File: config.mk
export PLATFORM = sky130hd
export DESIGN_NAME = keyword_operator_tokenizer
export DESIGN_NICKNAME = d
export VERILOG_FILES = /design/src/rtl/kot_pkg.sv /design/src/rtl/kot_scan.sv /design/src/rtl/kot_queue.sv /design/src/rtl/keyword_operator_tokenizer.sv
export SDC_FILE = /design/constraint.sdc
export NUM_CORES = 1
export LEC_CHECK = 0
export BUFFER_PORTS_ARGS = -buffer_cell sky130_fd_sc_hd__clkbuf_2
export CAP_MARGIN = 20
export CORE_ASPECT_RATIO = 1.2
export CORE_MARGIN = 2
export CORE_UTILIZATION = 57
export DETAILED_ROUTE_END_ITERATION = 7
export PLACE_DENSITY = 0.76
export SETUP_SLACK_MARGIN = 0.4
export SLEW_MARGIN = 40
export SYNTH_ARGS = -nofsm -noshare
export SYNTH_HDL_FRONTEND = slang
export SYNTH_SLANG_ARGS = --single-unit
File: constraint.sdc
create_clock -name clk -period 4.6 [get_ports clk]
set_input_delay 0 -clock clk [delete_from_list [all_inputs] [get_ports clk]]
set_output_delay 0 -clock clk [all_outputs]
set_load 0.01 [all_outputs]
File: src/rtl/kot_pkg.sv
package kot_pkg;

  // Token kinds
  localparam logic [4:0] KIND_ID    = 5'd0;
  localparam logic [4:0] KIND_NUM   = 5'd1;
  localparam logic [4:0] KIND_INT   = 5'd2;
  localparam logic [4:0] KIND_FLOAT = 5'd3;
  localparam logic [4:0] KIND_PRINT = 5'd4;
  localparam logic [4:0] KIND_IF    = 5'd5;
  localparam logic [4:0] KIND_ELSE  = 5'd6;
  localparam logic [4:0] KIND_FOR   = 5'd7;
  localparam logic [4:0] KIND_PLUS  = 5'd8;
  localparam logic [4:0] KIND_MINUS = 5'd9;
  localparam logic [4:0] KIND_STAR  = 5'd10;
  localparam logic [4:0] KIND_SLASH = 5'd11;
  localparam logic [4:0] KIND_EQ    = 5'd12;
  localparam logic [4:0] KIND_SEMI  = 5'd13;
  localparam logic [4:0] KIND_LPAR  = 5'd14;
  localparam logic [4:0] KIND_RPAR  = 5'd15;
  localparam logic [4:0] KIND_LBRC  = 5'd16;
  localparam logic [4:0] KIND_RBRC  = 5'd17;
  localparam logic [4:0] KIND_GT    = 5'd18;
  localparam logic [4:0] KIND_LT    = 5'd19;
  localparam logic [4:0] KIND_END   = 5'd20;

  localparam logic [7:0] CH_UNDER = 8'h5F;
  localparam logic [7:0] CH_DOT   = 8'h2E;

  // Keyword table: longest keyword is five bytes
  localparam int KW_SPAN = 5;
  localparam int KW_COUNT = 6;

  typedef logic [7:0] kw_buf_t [KW_SPAN];

  localparam logic [7:0] KW_TEXT [KW_COUNT][KW_SPAN] = '{
    '{"i", "n", "t", 8'h00, 8'h00},
    '{"f", "l", "o", "a", "t"},
    '{"p", "r", "i", "n", "t"},
    '{"i", "f", 8'h00, 8'h00, 8'h00},
    '{"e", "l", "s", "e", 8'h00},
    '{"f", "o", "r", 8'h00, 8'h00}
  };
  localparam logic [2:0] KW_LEN [KW_COUNT] = '{3'd3, 3'd5, 3'd5, 3'd2, 3'd4, 3'd3};
  localparam logic [4:0] KW_KIND [KW_COUNT] = '{
    KIND_INT, KIND_FLOAT, KIND_PRINT, KIND_IF, KIND_ELSE, KIND_FOR
  };

  // Result queue depth; three free entries are needed to take a byte
  localparam int QUEUE_DEPTH = 6;
  localparam int SLOTS = 3;

  typedef struct packed {
    logic [SLOTS-1:0] valid;
    logic [SLOTS-1:0] final_res;
  } slot_ctl_t;

  function automatic logic is_alpha(input logic [7:0] c);
    return (c >= "a" && c <= "z") || (c >= "A" && c <= "Z");
  endfunction

  function automatic logic is_digit(input logic [7:0] c);
    return c >= "0" && c <= "9";
  endfunction

  // Returns {hit, kind} for the one-byte operator tokens
  function automatic logic [5:0] op_kind(input logic [7:0] c);
    logic [5:0] res;
    case (c)
      "+": res = {1'b1, KIND_PLUS};
      "-": res = {1'b1, KIND_MINUS};
      "*": res = {1'b1, KIND_STAR};
      "/": res = {1'b1, KIND_SLASH};
      "=": res = {1'b1, KIND_EQ};
      ";": res = {1'b1, KIND_SEMI};
      "(": res = {1'b1, KIND_LPAR};
      ")": res = {1'b1, KIND_RPAR};
      "{": res = {1'b1, KIND_LBRC};
      "}": res = {1'b1, KIND_RBRC};
      ">": res = {1'b1, KIND_GT};
      "<": res = {1'b1, KIND_LT};
      default: res = {1'b0, KIND_ID};
    endcase
    return res;
  endfunction

  // len is the token length when it is at most five, else zero
  function automatic logic [4:0] kw_kind(input kw_buf_t chars, input logic [2:0] len);
    logic [4:0] res;
    logic same;
    res = KIND_ID;
    for (int k = 0; k < KW_COUNT; k++) begin
      same = (len == KW_LEN[k]);
      for (int j = 0; j < KW_SPAN; j++) begin
        if (3'(j) < KW_LEN[k] && chars[j] != KW_TEXT[k][j]) begin
          same = 1'b0;
        end
      end
      if (same) begin
        res = KW_KIND[k];
      end
    end
    return res;
  endfunction

endpackage

File: src/rtl/kot_scan.sv
module kot_scan #(
  parameter int POS_WIDTH = 32,
  parameter int LEN_WIDTH = 16,
  parameter int KEYWORD_CHARS = 5
) (
  input  logic                 clk,
  input  logic                 rst,
  input  logic                 fire,
  input  logic                 has_char,
  input  logic [7:0]           ch,
  input  logic                 last,
  output kot_pkg::slot_ctl_t   slot_ctl,
  output logic [4:0]           slot_kind  [kot_pkg::SLOTS],
  output logic [POS_WIDTH-1:0] slot_start [kot_pkg::SLOTS],
  output logic [LEN_WIDTH-1:0] slot_len   [kot_pkg::SLOTS]
);

  localparam int KIW = (KEYWORD_CHARS > 1) ? $clog2(KEYWORD_CHARS) : 1;

  localparam logic [1:0] MODE_IDLE = 2'd0;
  localparam logic [1:0] MODE_ID   = 2'd1;
  localparam logic [1:0] MODE_NUM  = 2'd2;

  logic [1:0]           mode, mode_next;
  logic                 dot_seen, dot_seen_next;
  logic [POS_WIDTH-1:0] position, position_next;
  logic [POS_WIDTH-1:0] token_start, token_start_next;
  logic [LEN_WIDTH-1:0] token_length, token_length_next;
  logic [7:0]           keyword_chars [KEYWORD_CHARS];

  logic                 alpha, digit, alnum, dot_ch;
  logic [5:0]           op;
  logic                 taken, closed, bgn, appnd, op_emit, flush_last;
  logic [LEN_WIDTH-1:0] alen;
  logic                 kc_we;
  logic [KIW-1:0]       kc_idx;
  kot_pkg::kw_buf_t     cur_chars, mid_chars;
  logic [1:0]           mid_mode;
  logic [POS_WIDTH-1:0] mid_start, pos_inc;
  logic [LEN_WIDTH-1:0] mid_len;

  function automatic logic [2:0] len_code(input logic [LEN_WIDTH-1:0] t);
    return (t <= LEN_WIDTH'(5)) ? t[2:0] : 3'd0;
  endfunction

  always_comb begin
    alpha   = kot_pkg::is_alpha(ch);
    digit   = kot_pkg::is_digit(ch);
    alnum   = alpha || digit || (ch == kot_pkg::CH_UNDER);
    dot_ch  = (ch == kot_pkg::CH_DOT);
    op      = kot_pkg::op_kind(ch);
    taken   = 1'b0;
    closed  = 1'b0;
    bgn     = 1'b0;
    appnd   = 1'b0;
    op_emit = 1'b0;
    mid_mode = mode;
    dot_seen_next = dot_seen;
    mid_start = token_start;
    pos_inc = position;

    if (has_char) begin
      case (mode)
        MODE_ID: begin
          if (alnum) begin
            appnd = 1'b1;
            taken = 1'b1;
          end else begin
            closed = 1'b1;
          end
        end
        MODE_NUM: begin
          if (digit) begin
            appnd = 1'b1;
            taken = 1'b1;
          end else if (dot_ch && !dot_seen) begin
            appnd = 1'b1;
            dot_seen_next = 1'b1;
            taken = 1'b1;
          end else begin
            closed = 1'b1;
            // drop a second dot
            taken = dot_ch;
          end
        end
        default: ;
      endcase
      if (closed) begin
        mid_mode = MODE_IDLE;
        dot_seen_next = 1'b0;
      end
      if (!taken) begin
        if (alpha || digit) begin
          bgn = 1'b1;
          appnd = 1'b1;
          mid_mode = alpha ? MODE_ID : MODE_NUM;
          dot_seen_next = 1'b0;
          mid_start = position;
        end else if (op[5]) begin
          op_emit = 1'b1;
        end
      end
      pos_inc = position + POS_WIDTH'(1);
    end

    alen = bgn ? '0 : token_length;
    kc_we = appnd && (alen < LEN_WIDTH'(KEYWORD_CHARS));
    kc_idx = alen[KIW-1:0];
    if (appnd) begin
      mid_len = (alen == '1) ? alen : alen + LEN_WIDTH'(1);
    end else begin
      mid_len = token_length;
    end

    for (int j = 0; j < kot_pkg::KW_SPAN; j++) begin
      cur_chars[j] = keyword_chars[j];
      mid_chars[j] = (kc_we && kc_idx == KIW'(j)) ? ch : keyword_chars[j];
    end

    flush_last = last && (mid_mode != MODE_IDLE);

    // token closed by this byte
    slot_kind[0]  = (mode == MODE_ID) ?
                    kot_pkg::kw_kind(cur_chars, len_code(token_length)) : kot_pkg::KIND_NUM;
    slot_start[0] = token_start;
    slot_len[0]   = token_length;

    // operator token, or the token still open at the end of the source
    if (op_emit) begin
      slot_kind[1]  = op[4:0];
      slot_start[1] = position;
      slot_len[1]   = LEN_WIDTH'(1);
    end else begin
      slot_kind[1]  = (mid_mode == MODE_ID) ?
                      kot_pkg::kw_kind(mid_chars, len_code(mid_len)) : kot_pkg::KIND_NUM;
      slot_start[1] = mid_start;
      slot_len[1]   = mid_len;
    end

    slot_kind[2]  = kot_pkg::KIND_END;
    slot_start[2] = pos_inc;
    slot_len[2]   = '0;

    slot_ctl.valid = {last, op_emit || flush_last, closed};
    slot_ctl.final_res[2] = last;
    slot_ctl.final_res[1] = slot_ctl.valid[1] && !last;
    slot_ctl.final_res[0] = closed && !slot_ctl.valid[1] && !last;

    if (last) begin
      mode_next = MODE_IDLE;
      dot_seen_next = 1'b0;
      position_next = '0;
      token_start_next = '0;
      token_length_next = '0;
    end else begin
      mode_next = mid_mode;
      position_next = pos_inc;
      token_start_next = mid_start;
      token_length_next = mid_len;
    end
  end

  always_ff @(posedge clk) begin
    if (rst) begin
      mode <= MODE_IDLE;
      dot_seen <= 1'b0;
      position <= '0;
      token_start <= '0;
      token_length <= '0;
    end else if (fire) begin
      mode <= mode_next;
      dot_seen <= dot_seen_next;
      position <= position_next;
      token_start <= token_start_next;
      token_length <= token_length_next;
    end
  end

  always_ff @(posedge clk) begin
    if (fire && kc_we) begin
      keyword_chars[kc_idx] <= ch;
    end
  end

endmodule

File: src/rtl/kot_queue.sv
module kot_queue #(
  parameter int POS_WIDTH = 32,
  parameter int LEN_WIDTH = 16
) (
  input  logic                 clk,
  input  logic                 rst,
  input  logic                 push,
  input  kot_pkg::slot_ctl_t   slot_ctl,
  input  logic [4:0]           slot_kind  [kot_pkg::SLOTS],
  input  logic [POS_WIDTH-1:0] slot_start [kot_pkg::SLOTS],
  input  logic [LEN_WIDTH-1:0] slot_len   [kot_pkg::SLOTS],
  output logic                 room,
  output logic                 out_valid,
  input  logic                 out_stall,
  output logic [4:0]           kind,
  output logic [POS_WIDTH-1:0] start_res,
  output logic [LEN_WIDTH-1:0] length,
  output logic                 final_res
);

  localparam int DEPTH = kot_pkg::QUEUE_DEPTH;
  localparam int CW = $clog2(DEPTH + 1);

  logic [CW-1:0]        count, count_next, base;
  logic [4:0]           q_kind  [DEPTH];
  logic [POS_WIDTH-1:0] q_start [DEPTH];
  logic [LEN_WIDTH-1:0] q_len   [DEPTH];
  logic                 q_final [DEPTH];
  logic [4:0]           kind_next  [DEPTH];
  logic [POS_WIDTH-1:0] start_next [DEPTH];
  logic [LEN_WIDTH-1:0] len_next   [DEPTH];
  logic                 final_next [DEPTH];
  logic [CW-1:0]        slot_pos [kot_pkg::SLOTS];
  logic                 pop;
  logic [1:0]           n_push;

  assign out_valid = (count != '0);
  assign pop       = out_valid && !out_stall;
  assign room      = (count <= CW'(DEPTH - kot_pkg::SLOTS));
  assign kind      = q_kind[0];
  assign start_res = q_start[0];
  assign length    = q_len[0];
  assign final_res = q_final[0];

  always_comb begin
    base = count - CW'(pop);
    // pack valid slots into consecutive entries
    slot_pos[0] = base;
    slot_pos[1] = base + CW'(slot_ctl.valid[0]);
    slot_pos[2] = base + CW'(slot_ctl.valid[0]) + CW'(slot_ctl.valid[1]);
    n_push = push ? (2'(slot_ctl.valid[0]) + 2'(slot_ctl.valid[1]) + 2'(slot_ctl.valid[2]))
                  : 2'd0;
    count_next = base + CW'(n_push);

    for (int i = 0; i < DEPTH - 1; i++) begin
      kind_next[i]  = pop ? q_kind[i+1]  : q_kind[i];
      start_next[i] = pop ? q_start[i+1] : q_start[i];
      len_next[i]   = pop ? q_len[i+1]   : q_len[i];
      final_next[i] = pop ? q_final[i+1] : q_final[i];
    end
    kind_next[DEPTH-1]  = q_kind[DEPTH-1];
    start_next[DEPTH-1] = q_start[DEPTH-1];
    len_next[DEPTH-1]   = q_len[DEPTH-1];
    final_next[DEPTH-1] = q_final[DEPTH-1];

    for (int i = 0; i < DEPTH; i++) begin
      for (int j = 0; j < kot_pkg::SLOTS; j++) begin
        if (push && slot_ctl.valid[j] && slot_pos[j] == CW'(i)) begin
          kind_next[i]  = slot_kind[j];
          start_next[i] = slot_start[j];
          len_next[i]   = slot_len[j];
          final_next[i] = slot_ctl.final_res[j];
        end
      end
    end
  end

  always_ff @(posedge clk) begin
    if (rst) begin
      count <= '0;
    end else begin
      count <= count_next;
    end
  end

  always_ff @(posedge clk) begin
    q_kind  <= kind_next;
    q_start <= start_next;
    q_len   <= len_next;
    q_final <= final_next;
  end

endmodule

File: src/rtl/keyword_operator_tokenizer.sv
// Tokenizer for a small C-like language. Source bytes enter on the input
// channel (in_valid / in_stall), one byte per transfer, with has_char = 0 for
// an empty end marker and last = 1 on the final item of a source. Token
// records leave on the output channel (out_valid / out_stall): kind, start
// offset, length, and final_res on the last record caused by one input.
// A record is written into the result queue when the byte that closes it is
// taken. Throughput: one byte per cycle while the queue has room. The lexer
// state updates once per taken byte; a byte makes up to three records
// (closed token, operator or flushed token, END), and the six-entry result
// queue drains one record per cycle while out_stall is low, so in_stall
// rises while fewer than three entries are free.
// Reset clears the lexer state (idle, position zero) and empties the queue;
// no clearing pass is needed. When the receiver holds out_stall the queue
// holds its head record and fills, then input stalls; nothing is lost.
module keyword_operator_tokenizer #(
  parameter int POS_WIDTH = 32,
  parameter int LEN_WIDTH = 16,
  parameter int KEYWORD_CHARS = 5
) (
  input  logic                 clk,
  input  logic                 rst,
  input  logic                 in_valid,
  output logic                 in_stall,
  input  logic                 has_char,
  input  logic [7:0]           ch,
  input  logic                 last,
  output logic                 out_valid,
  input  logic                 out_stall,
  output logic [4:0]           kind,
  output logic [POS_WIDTH-1:0] start_res,
  output logic [LEN_WIDTH-1:0] length,
  output logic                 final_res
);

  kot_pkg::slot_ctl_t   slot_ctl;
  logic [4:0]           slot_kind  [kot_pkg::SLOTS];
  logic [POS_WIDTH-1:0] slot_start [kot_pkg::SLOTS];
  logic [LEN_WIDTH-1:0] slot_len   [kot_pkg::SLOTS];
  logic                 room;
  logic                 fire;

  assign in_stall = !room;
  assign fire     = in_valid && room;

  kot_scan #(
    .POS_WIDTH(POS_WIDTH),
    .LEN_WIDTH(LEN_WIDTH),
    .KEYWORD_CHARS(KEYWORD_CHARS)
  ) u_scan (
    .clk(clk),
    .rst(rst),
    .fire(fire),
    .has_char(has_char),
    .ch(ch),
    .last(last),
    .slot_ctl(slot_ctl),
    .slot_kind(slot_kind),
    .slot_start(slot_start),
    .slot_len(slot_len)
  );

  kot_queue #(
    .POS_WIDTH(POS_WIDTH),
    .LEN_WIDTH(LEN_WIDTH)
  ) u_queue (
    .clk(clk),
    .rst(rst),
    .push(fire),
    .slot_ctl(slot_ctl),
    .slot_kind(slot_kind),
    .slot_start(slot_start),
    .slot_len(slot_len),
    .room(room),
    .out_valid(out_valid),
    .out_stall(out_stall),
    .kind(kind),
    .start_res(start_res),
    .length(length),
    .final_res(final_res)
  );

endmodule

# Yosys cells after proc, flatten, opt, wreduce, memory -nomap -nowiden
# Memories as Yosys holds them, arrays and structs flattened.
# Cells that the tools add are included.
[totals]
ff_bits = 410
ram_bits = 40
input_bits = 14
out_inout_bits = 56
wordCells = 403
n_memories = 1
[mem_list]
columns = ["memory", "depth", "word_bits", "read_ports", "rd_ports_with_merged_regs", "wr", "line", "source"]
rows = [
  ["u_scan.keyword_chars", 5, 8, 5, 0, 1, "kot_scan.sv:29", "logic [7:0] keyword_chars [KEYWORD_CHARS];"],
]
[op_classes]
addsub = 8
magnitude_cmp = 10
n_eq_ne = 81
mux = 206
reduce_logical = 67
[op_table]
columns = ["operator", "n"]
rows = [
  ["32-bit two-way mux", 30],
  ["16-bit two-way mux", 22],
  ["8-bit by 7-bit != test with 1-bit output (second input constant)", 36],
  ["1-bit two-way mux", 104],
  ["5-bit two-way mux", 18],
  ["8-bit by 6-bit == test with 1-bit output (second input constant)", 11],
  ["6-bit case mux with 12 select lines", 1],
  ["8-bit two-way mux", 5],
  ["1-bit logical AND", 38],
  ["3-bit by 2-bit == test with 1-bit output (second input constant)", 12],
  ["3-bit two-way mux", 12],
  ["3-bit == test (second input constant)", 11],
  ["32-bit by 1-bit adder with 32-bit output (second input constant)", 1],
  ["16-bit by 3-bit <= comparator with 1-bit output (second input constant)", 2],
  ["8-bit by 7-bit == test with 1-bit output (second input constant)", 3],
  ["2-bit two-way mux", 11],
  ["3-bit nonzero test", 7],
  ["4-bit nonzero test", 5],
  ["16-bit by 1-bit adder with 16-bit output (second input constant)", 1],
  ["16-bit == test (second input constant)", 1],
  ["8-bit by 7-bit >= comparator with 1-bit output (second input constant)", 2],
  ["8-bit by 7-bit <= comparator with 1-bit output (second input constant)", 2],
  ["16-bit by 3-bit < comparator with 1-bit output (second input constant)", 1],
  ["3-bit by 1-bit == test with 1-bit output (second input constant)", 4],
  ["other kinds (16)", 32],
]

# Longest topological paths before layout
[logic_depth]
ltp_word = 31
mapped_depth = 22
ltp_nobuf = 20

# Modules after synthesis
# Synthesis repeated with hierarchy kept, for this count alone.
[hier_totals]
cells_unflattened = 3202
hier_area_um2 = 29904.9
[by_module_without_submodules]
columns = ["module", "instances", "cells_per_inst", "area_each_um2", "seq_area_each_um2"]
rows = [
  ["kot_queue", 1, 2246, 21953.6, 9789.4],
  ["kot_scan", 1, 954, 7941.4, 2862.7],
  ["keyword_operator_tokenizer", 1, 2, 10.0, 0.0],
]

# Worst setup path after synthesis
# Ideal clock, no wire load.
[synth_timing]
kind = "reg-to-reg"
startpoint = "reg u_queue.count[0]"
endpoint = "reg u_queue.q_final[3] (netlist bit) (enable)"
setup_ns = 0.391
arrival_ns = 4.665
path_slack_ns = -0.455
path_stages_with_launch = 18
n_path_buf = 5
synth_period_minus_slack_ns = 5.055
cell_sequence = "dfxtp_1 > or3_1 > nand2b_1 > clkinv_1 > clkbuf_1 > ha_1 > ha_1 > clkbuf_1 > inv_1 > ha_1 > xnor2_1 > buf_1 > nand3_1 > a211oi_2 > nor3_1 > buf_2 > buf_1 > nand2_1"
[synth_between]
elab_chain_cells = 8
elab_cells_between_ends = 17
classes_between = "add/sub: 3; order compare: 1; eq/ne: 3; reduce/logical: 10"
[synth_lines]
columns = ["element", "line", "source"]
rows = [
  ["start: declaration", "kot_queue.sv:24", "logic [CW-1:0] count, count_next, base;"],
  ["start signal: assignment", "kot_queue.sv:82", "count <= count_next;"],
  ["3-bit nonzero test (*)", "kot_queue.sv:37", "assign out_valid = (count != '0);"],
  ["net out_valid", "keyword_operator_tokenizer.sv:27", "output logic out_valid,"],
  ["1-bit logical AND (*)", "kot_queue.sv:38", "assign pop = out_valid && !out_stall;"],
  ["3-bit by 1-bit subtractor with 3-bit output", "kot_queue.sv:46", "base = count - CW'(pop);"],
  ["3-bit by 1-bit adder with 3-bit output", "kot_queue.sv:49, kot_queue.sv:50", ""],
  ["3-bit by 1-bit adder with 3-bit output", "kot_queue.sv:50", "slot_pos[2] = base + CW'(slot_ctl.valid[0]) + CW'(slot_ctl.valid[1]);"],
  ["3-bit by 2-bit == test with 1-bit output", "kot_queue.sv:68", "if (push && slot_ctl.valid[j] && slot_pos[j] == CW'(i)) begin"],
  ["1-bit logical AND", "kot_queue.sv:68", ""],
  ["4-bit nonzero test (no source line) (*)", "--", ""],
  ["end signal: assignment", "kot_queue.sv:90", "q_final <= final_next;"],
  ["end: declaration", "kot_queue.sv:28", "logic q_final [DEPTH];"],
]
# The timed path passes the listed nets; every way through them passes the cells marked *.
# A chain may end at the register's enable or synchronous reset.

# Worst setup path after layout
[layout_timing]
startpoint = "reg u_scan.mode[0]"
endpoint = "reg u_queue.q_kind[21] (netlist bit)"
[layout_between]
elab_chain_cells = 26
elab_cells_between_ends = 118
classes_between = "add/sub: 3; order compare: 2; eq/ne: 32; mux: 65; reduce/logical: 16"
[layout_lines]
columns = ["element", "line", "source"]
rows = [
  ["start: declaration", "kot_scan.sv:24", "logic [1:0] mode, mode_next;"],
  ["start signal: assignment", "kot_scan.sv:171", "mode <= mode_next;"],
  ["2-bit == test or 2-bit by 1-bit == test with 1-bit output (tied branches)", "kot_scan.sv:63, kot_scan.sv:123", ""],
  ["1-bit case mux with 2 select lines", "kot_scan.sv:63", "case (mode)"],
  ["1-bit two-way mux", "kot_scan.sv:62", "if (has_char) begin"],
  ["1-bit two-way mux", "kot_scan.sv:92", "if (!taken) begin"],
  ["1-bit two-way mux", "kot_scan.sv:62", ""],
  ["16-bit two-way mux", "kot_scan.sv:106", "alen = bgn ? '0 : token_length;"],
  ["16-bit by 1-bit adder with 16-bit output or 16-bit == test (tied branches)", "kot_scan.sv:110", "mid_len = (alen == '1) ? alen : alen + LEN_WIDTH'(1);"],
  ["16-bit two-way mux", "kot_scan.sv:110", ""],
  ["[... 3 more ...]", "--", ""],
  ["3-bit == test", "kot_pkg.sv:92", "same = (len == KW_LEN[k]);"],
  ["1-bit two-way mux (5 in a row)", "kot_pkg.sv:94", "if (3'(j) < KW_LEN[k] && chars[j] != KW_TEXT[k][j]) begin"],
  ["1-bit two-way mux", "kot_scan.sv:129", "if (op_emit) begin"],
  ["2-bit two-way mux", "kot_pkg.sv:98", "if (same) begin"],
  ["3-bit two-way mux (4 in a row)", "kot_pkg.sv:98", ""],
  ["3-bit two-way mux", "kot_scan.sv:134", "slot_kind[1] = (mid_mode == MODE_ID) ?"],
  ["5-bit two-way mux", "kot_scan.sv:129", ""],
  ["5-bit two-way mux", "kot_queue.sv:68", ""],
  ["end signal: assignment", "kot_queue.sv:87", "q_kind <= kind_next;"],
  ["end: declaration", "kot_queue.sv:25", "logic [4:0] q_kind [DEPTH];"],
]
# Several ways; a longest one is shown, not always the timed one. The select of a mux whose other input is x is not followed.

==> results.md <==
- YS warnings: 0
- Via Count: 24.72k
- VDD IR max: roughly 0.33 mV
- Fmax: roughly 240 MHz
- Largest family of logic cells by synthesized area: compound AO/OA/AOI/OAI gates
- Setup-failing EPs final: 0
- Max Slew Vio Count: 0
- Switching Share: ~33%
- Area grow syn2layout: 13.02%
- Latest clock arrival within the worst-skew pair: 600 ps
- Crit Path Max Fanout: 4
- Crit path DAT: approximately 4700 ps
- First-pass GRT wire length: 139000 microns
- # fillers: between 3k and 4k
- Crit. End Element: register
- Initial DRC count: about 3.3k
- Int Pwr: 9247 uW
- CP max stage cell: a221o_1
- Critical path's top delay family: simple AND/OR/NAND/NOR gates
- # DRC: 0
- TritonCTS buffer count: 46
- Final period util: 89.49%
- Register share of total power: approximately 43%
- RSZ-0062 raised after global routing: yes
- Synth Register Bits: 450
- Effective utilization at floorplan: 57.36%
- Post-DP HPWL: 58820 microns
- Share of the synthesized area in the top cell type: around 28%
- Switching Power: approximately 4500 uW
- Worst path required time: 5150 ps
- Synth Area in XOR/XNOR: under 10%
- Port Buffers: roughly 70
- Synth Instances: 2940
- Total GRT Usage: ~39%
- Post-Synth Adder-Cell Area: less than 1%
- Hold Fails Final Rpt: 0
- Core area: between 0.04 and 0.05 sq mm
- Syn_area_per_cell: between 8 and 9 sq um
- Post-synthesis compound-gate area fraction: between 20% and 30%
- Relative slew margins: between 30% and 40%
- Num rows: 85
- Initial antenna violation count: 0
- Multiplexer area fraction after synthesis: 3.868%
- N_diodes: 0
- Die ar.: between 0.04 and 0.05 sq mm
- Largest net degree at the start of global routing: 87
- P_leak: around 0.011 uW
- CP bufs+invs: 2
- Final Util: 64.83%
- Sum Neg Setup Slack: 0 ps
- Clk pin slew, worst setup/hold paths: approximately 60 ps
- Min Tclk post-route: roughly 4000 ps
- Mapped Nets: around 3k
- # clock sinks: 450
- CP most frequent cell: ha_4
- Synth area leaders: edfxtp_1 (28%), dfxtp_1 (17%), a21oi_1 (5.7%)
- Comb pwr share: between 20% and 30%
- Routed Antenna Nets: 0
- GRT overflow: 0
- Critical Path Max Stage Delay: roughly 400 ps
- Post-synth EDFFs: about 240
- Clk_skew: 12.90 ps
- Clk pwr share: 27.2%
- Detailed Routing Iterations Pass 1: 7
- Clock buffer depth: 3
- Final WL: between 90000 and 100000 microns
- Boundary pin count: 70
- Die height: ~240 microns
- Routed WL per cell: approximately 26 microns
- Simple-gate area share of the yosys netlist: a little under a fifth
- Synth Flop Type: edfxtp_1
- Max H-tree Level: 2
- Post-Syn Area: 0.02562 sq mm
- Die Width: 197.5 microns
- Synth unique cells: just under 90
- Post-synthesis async set-or-reset flop share: 0%
- Critical-path cell list: inv_2 > ha_4 > nand2b_4 > and2_4 > a21boi_4 > nand2_2 > and2_4 > ha_4 > ha_4 > nand3_1 > a311o_1 > a211o_1 > a221o_1 > buf_6 > or2_4 > nor3_4 > nor4_4 > or3_1 > a21oi_2
- Root Buffer: clkbuf_16
- Status: finished, final reports clean
- Share of cells above drive strength 1: approximately 15%
- Power Dens Cells: about 480 mW/mm^2
- Tightest Hold Check Type: in2reg
- MaxCap Viol Count: 0
- Vias per inst: roughly 7.0
- CTS tree: built
- WS Path Type: reg2reg
- CP Launch Type: register
- Register area share after synthesis: between 40 and 50%
- Final nets: 2947
- Post-synth top area cell: edfxtp_1
- Vias in the first global route: 24.07k
- Least-Margin Pin Slew: ~890 ps
- GP Congestion: between 0.9 and 1
## stage by stage
step | power [uW] | cells | setup slack, ps | area [sq um] | hold slack (ps)
final | 13770 | 3517 | 483.5 | 28960 | 23.86
after global placement | 9713 | 3394 | 141.4 | 26750 | 281.8
after floorplan | 8687 | 2940 | 402.3 | 25710 | 98.87
after global routing | 14340 | 3517 | 321.7 | 28960 | 41.91
after detailed placement | 9870 | 3394 | 63.69 | 26790 | 304.8
after CTS | 13590 | 3496 | 399.0 | 28550 | 5.816
## what timing repair did
item	CTS	global route
buffers inserted	7	20
setup endpoints to repair	43	401
hold endpoints to repair	105	0
resized for setup	23	60
hold buffers	11	0
pin swaps	11	25
## synthesized netlist by cell type, drive strengths merged (9+ instances only)
library cell / number
a211oi: 24
a21oi: 296
a221o: 59
a222oi: 12
a22o: 17
a22oi: 52
a311o: 16
a311oi: 17
and2: 16
and3: 29
buf: 97
clkbuf: 240
dfxtp: 212
edfxtp: 238
ha: 15
inv: 28
mux2i: 90
nand2: 360
nand2b: 11
nand3: 80
nand3b: 10
nand4: 27
nor2: 309
nor2b: 31
nor3: 56
nor3b: 11
nor4: 26
o211ai: 70
o21ai: 136
o221ai: 52
o22ai: 98
o31ai: 9
or3: 40
xnor2: 29
xor2: 18
## cell families after synthesis
kind of cell	count (synthesis)
adders and majority gates	17
xor gates and xnor gates	47
muxes	98
and+or+nand+nor	1037
buffers and inverters	368
AOI/OAI and AO/OA	923
DFF	450
## metal layers
metal | GRT usage (%) | vias up | wire length, microns
met1 | 45.55 | 11900 | 32940
met3 | 8.307 | 400 | 8652
met4 | 24.79 | 0 | 6166
met2 | 63.55 | 1561 | 43770
li1 | - | 10850 | -
met5 | 0 | - | 0
## path summary, 6_finish.rpt
kind	cells past startpoint	slack (ps)	to	startpoint
setup / recovery	19	480	u_queue.q_kind[21]	u_scan.mode[0]
hold / removal	2	20	u_scan.keyword_chars[4][1]	ch[1]
setup reg to reg	19	480	u_queue.q_kind[21]	u_scan.mode[0]
hold reg to reg	2	450	u_queue.q_len[22]	u_queue.q_len[22]
## power by group through the flow
| stage | Sequential [uW] | Combinational [uW] | Clock (uW) |
|---|---|---|---|
| final | 5980 | 4040 | 3740 |
| after global routing | 6050 | 4370 | 3920 |
| after floorplan | 5900 | 2790 | 0 |
| after global placement | 6000 | 3710 | 0 |
| after CTS | 5970 | 3870 | 3760 |
| after detailed placement | 6040 | 3830 | 0 |
## cell usage in the layout, fill, tap and decap left out, drive strengths merged, types with 9 or more instances in the layout
| cell | instances |
|---|---|
| a211oi | 24 |
| a21oi | 296 |
| a221o | 59 |
| a222oi | 12 |
| a22o | 17 |
| a22oi | 52 |
| a311o | 16 |
| a311oi | 17 |
| and2 | 16 |
| and3 | 29 |
| buf | 185 |
| clkbuf | 130 |
| clkinv | 18 |
| dfxtp | 212 |
| dlygate4sd3 | 11 |
| edfxtp | 238 |
| ha | 15 |
| inv | 29 |
| mux2i | 90 |
| nand2 | 360 |
| nand2b | 11 |
| nand3 | 80 |
| nand3b | 10 |
| nand4 | 27 |
| nor2 | 309 |
| nor2b | 31 |
| nor3 | 56 |
| nor3b | 11 |
| nor4 | 26 |
| o211ai | 70 |
| o21ai | 136 |
| o221ai | 52 |
| o22ai | 98 |
| o31ai | 9 |
| or3 | 40 |
| xnor2 | 29 |
| xor2 | 18 |
## cell type report
| cell class | count | area (sq um) | share of cell area, % |
|---|---|---|---|
| multi-input cells | 2122 | 13210 | 45.61 |
| flip-flops and latches | 450 | 11390 | 39.35 |
| repair buffers | 265 | 2063 | 7.125 |
| clock buffers | 61 | 1279 | 4.416 |
| well taps | 565 | 706.9 | 2.441 |
| clock inverters | 23 | 187.7 | 0.6481 |
| inverters | 31 | 120.1 | 0.4148 |
## registers in the layout, summed over array words and instances, names as in the netlist
register	count
u_queue.q_start	160
u_queue.q_len	80
u_scan.dot_seen	1
u_scan.mode	2
u_queue.q_kind	25
u_queue.kind	5
u_queue.q_final	5
u_scan.token_start	32
u_scan.position	32
u_queue.start_res	32
u_scan.token_length	16
u_queue.count	3
u_queue.final_res	1
u_queue.length	16
u_scan.keyword_chars	40
Power figures use the tool's default switching activity.
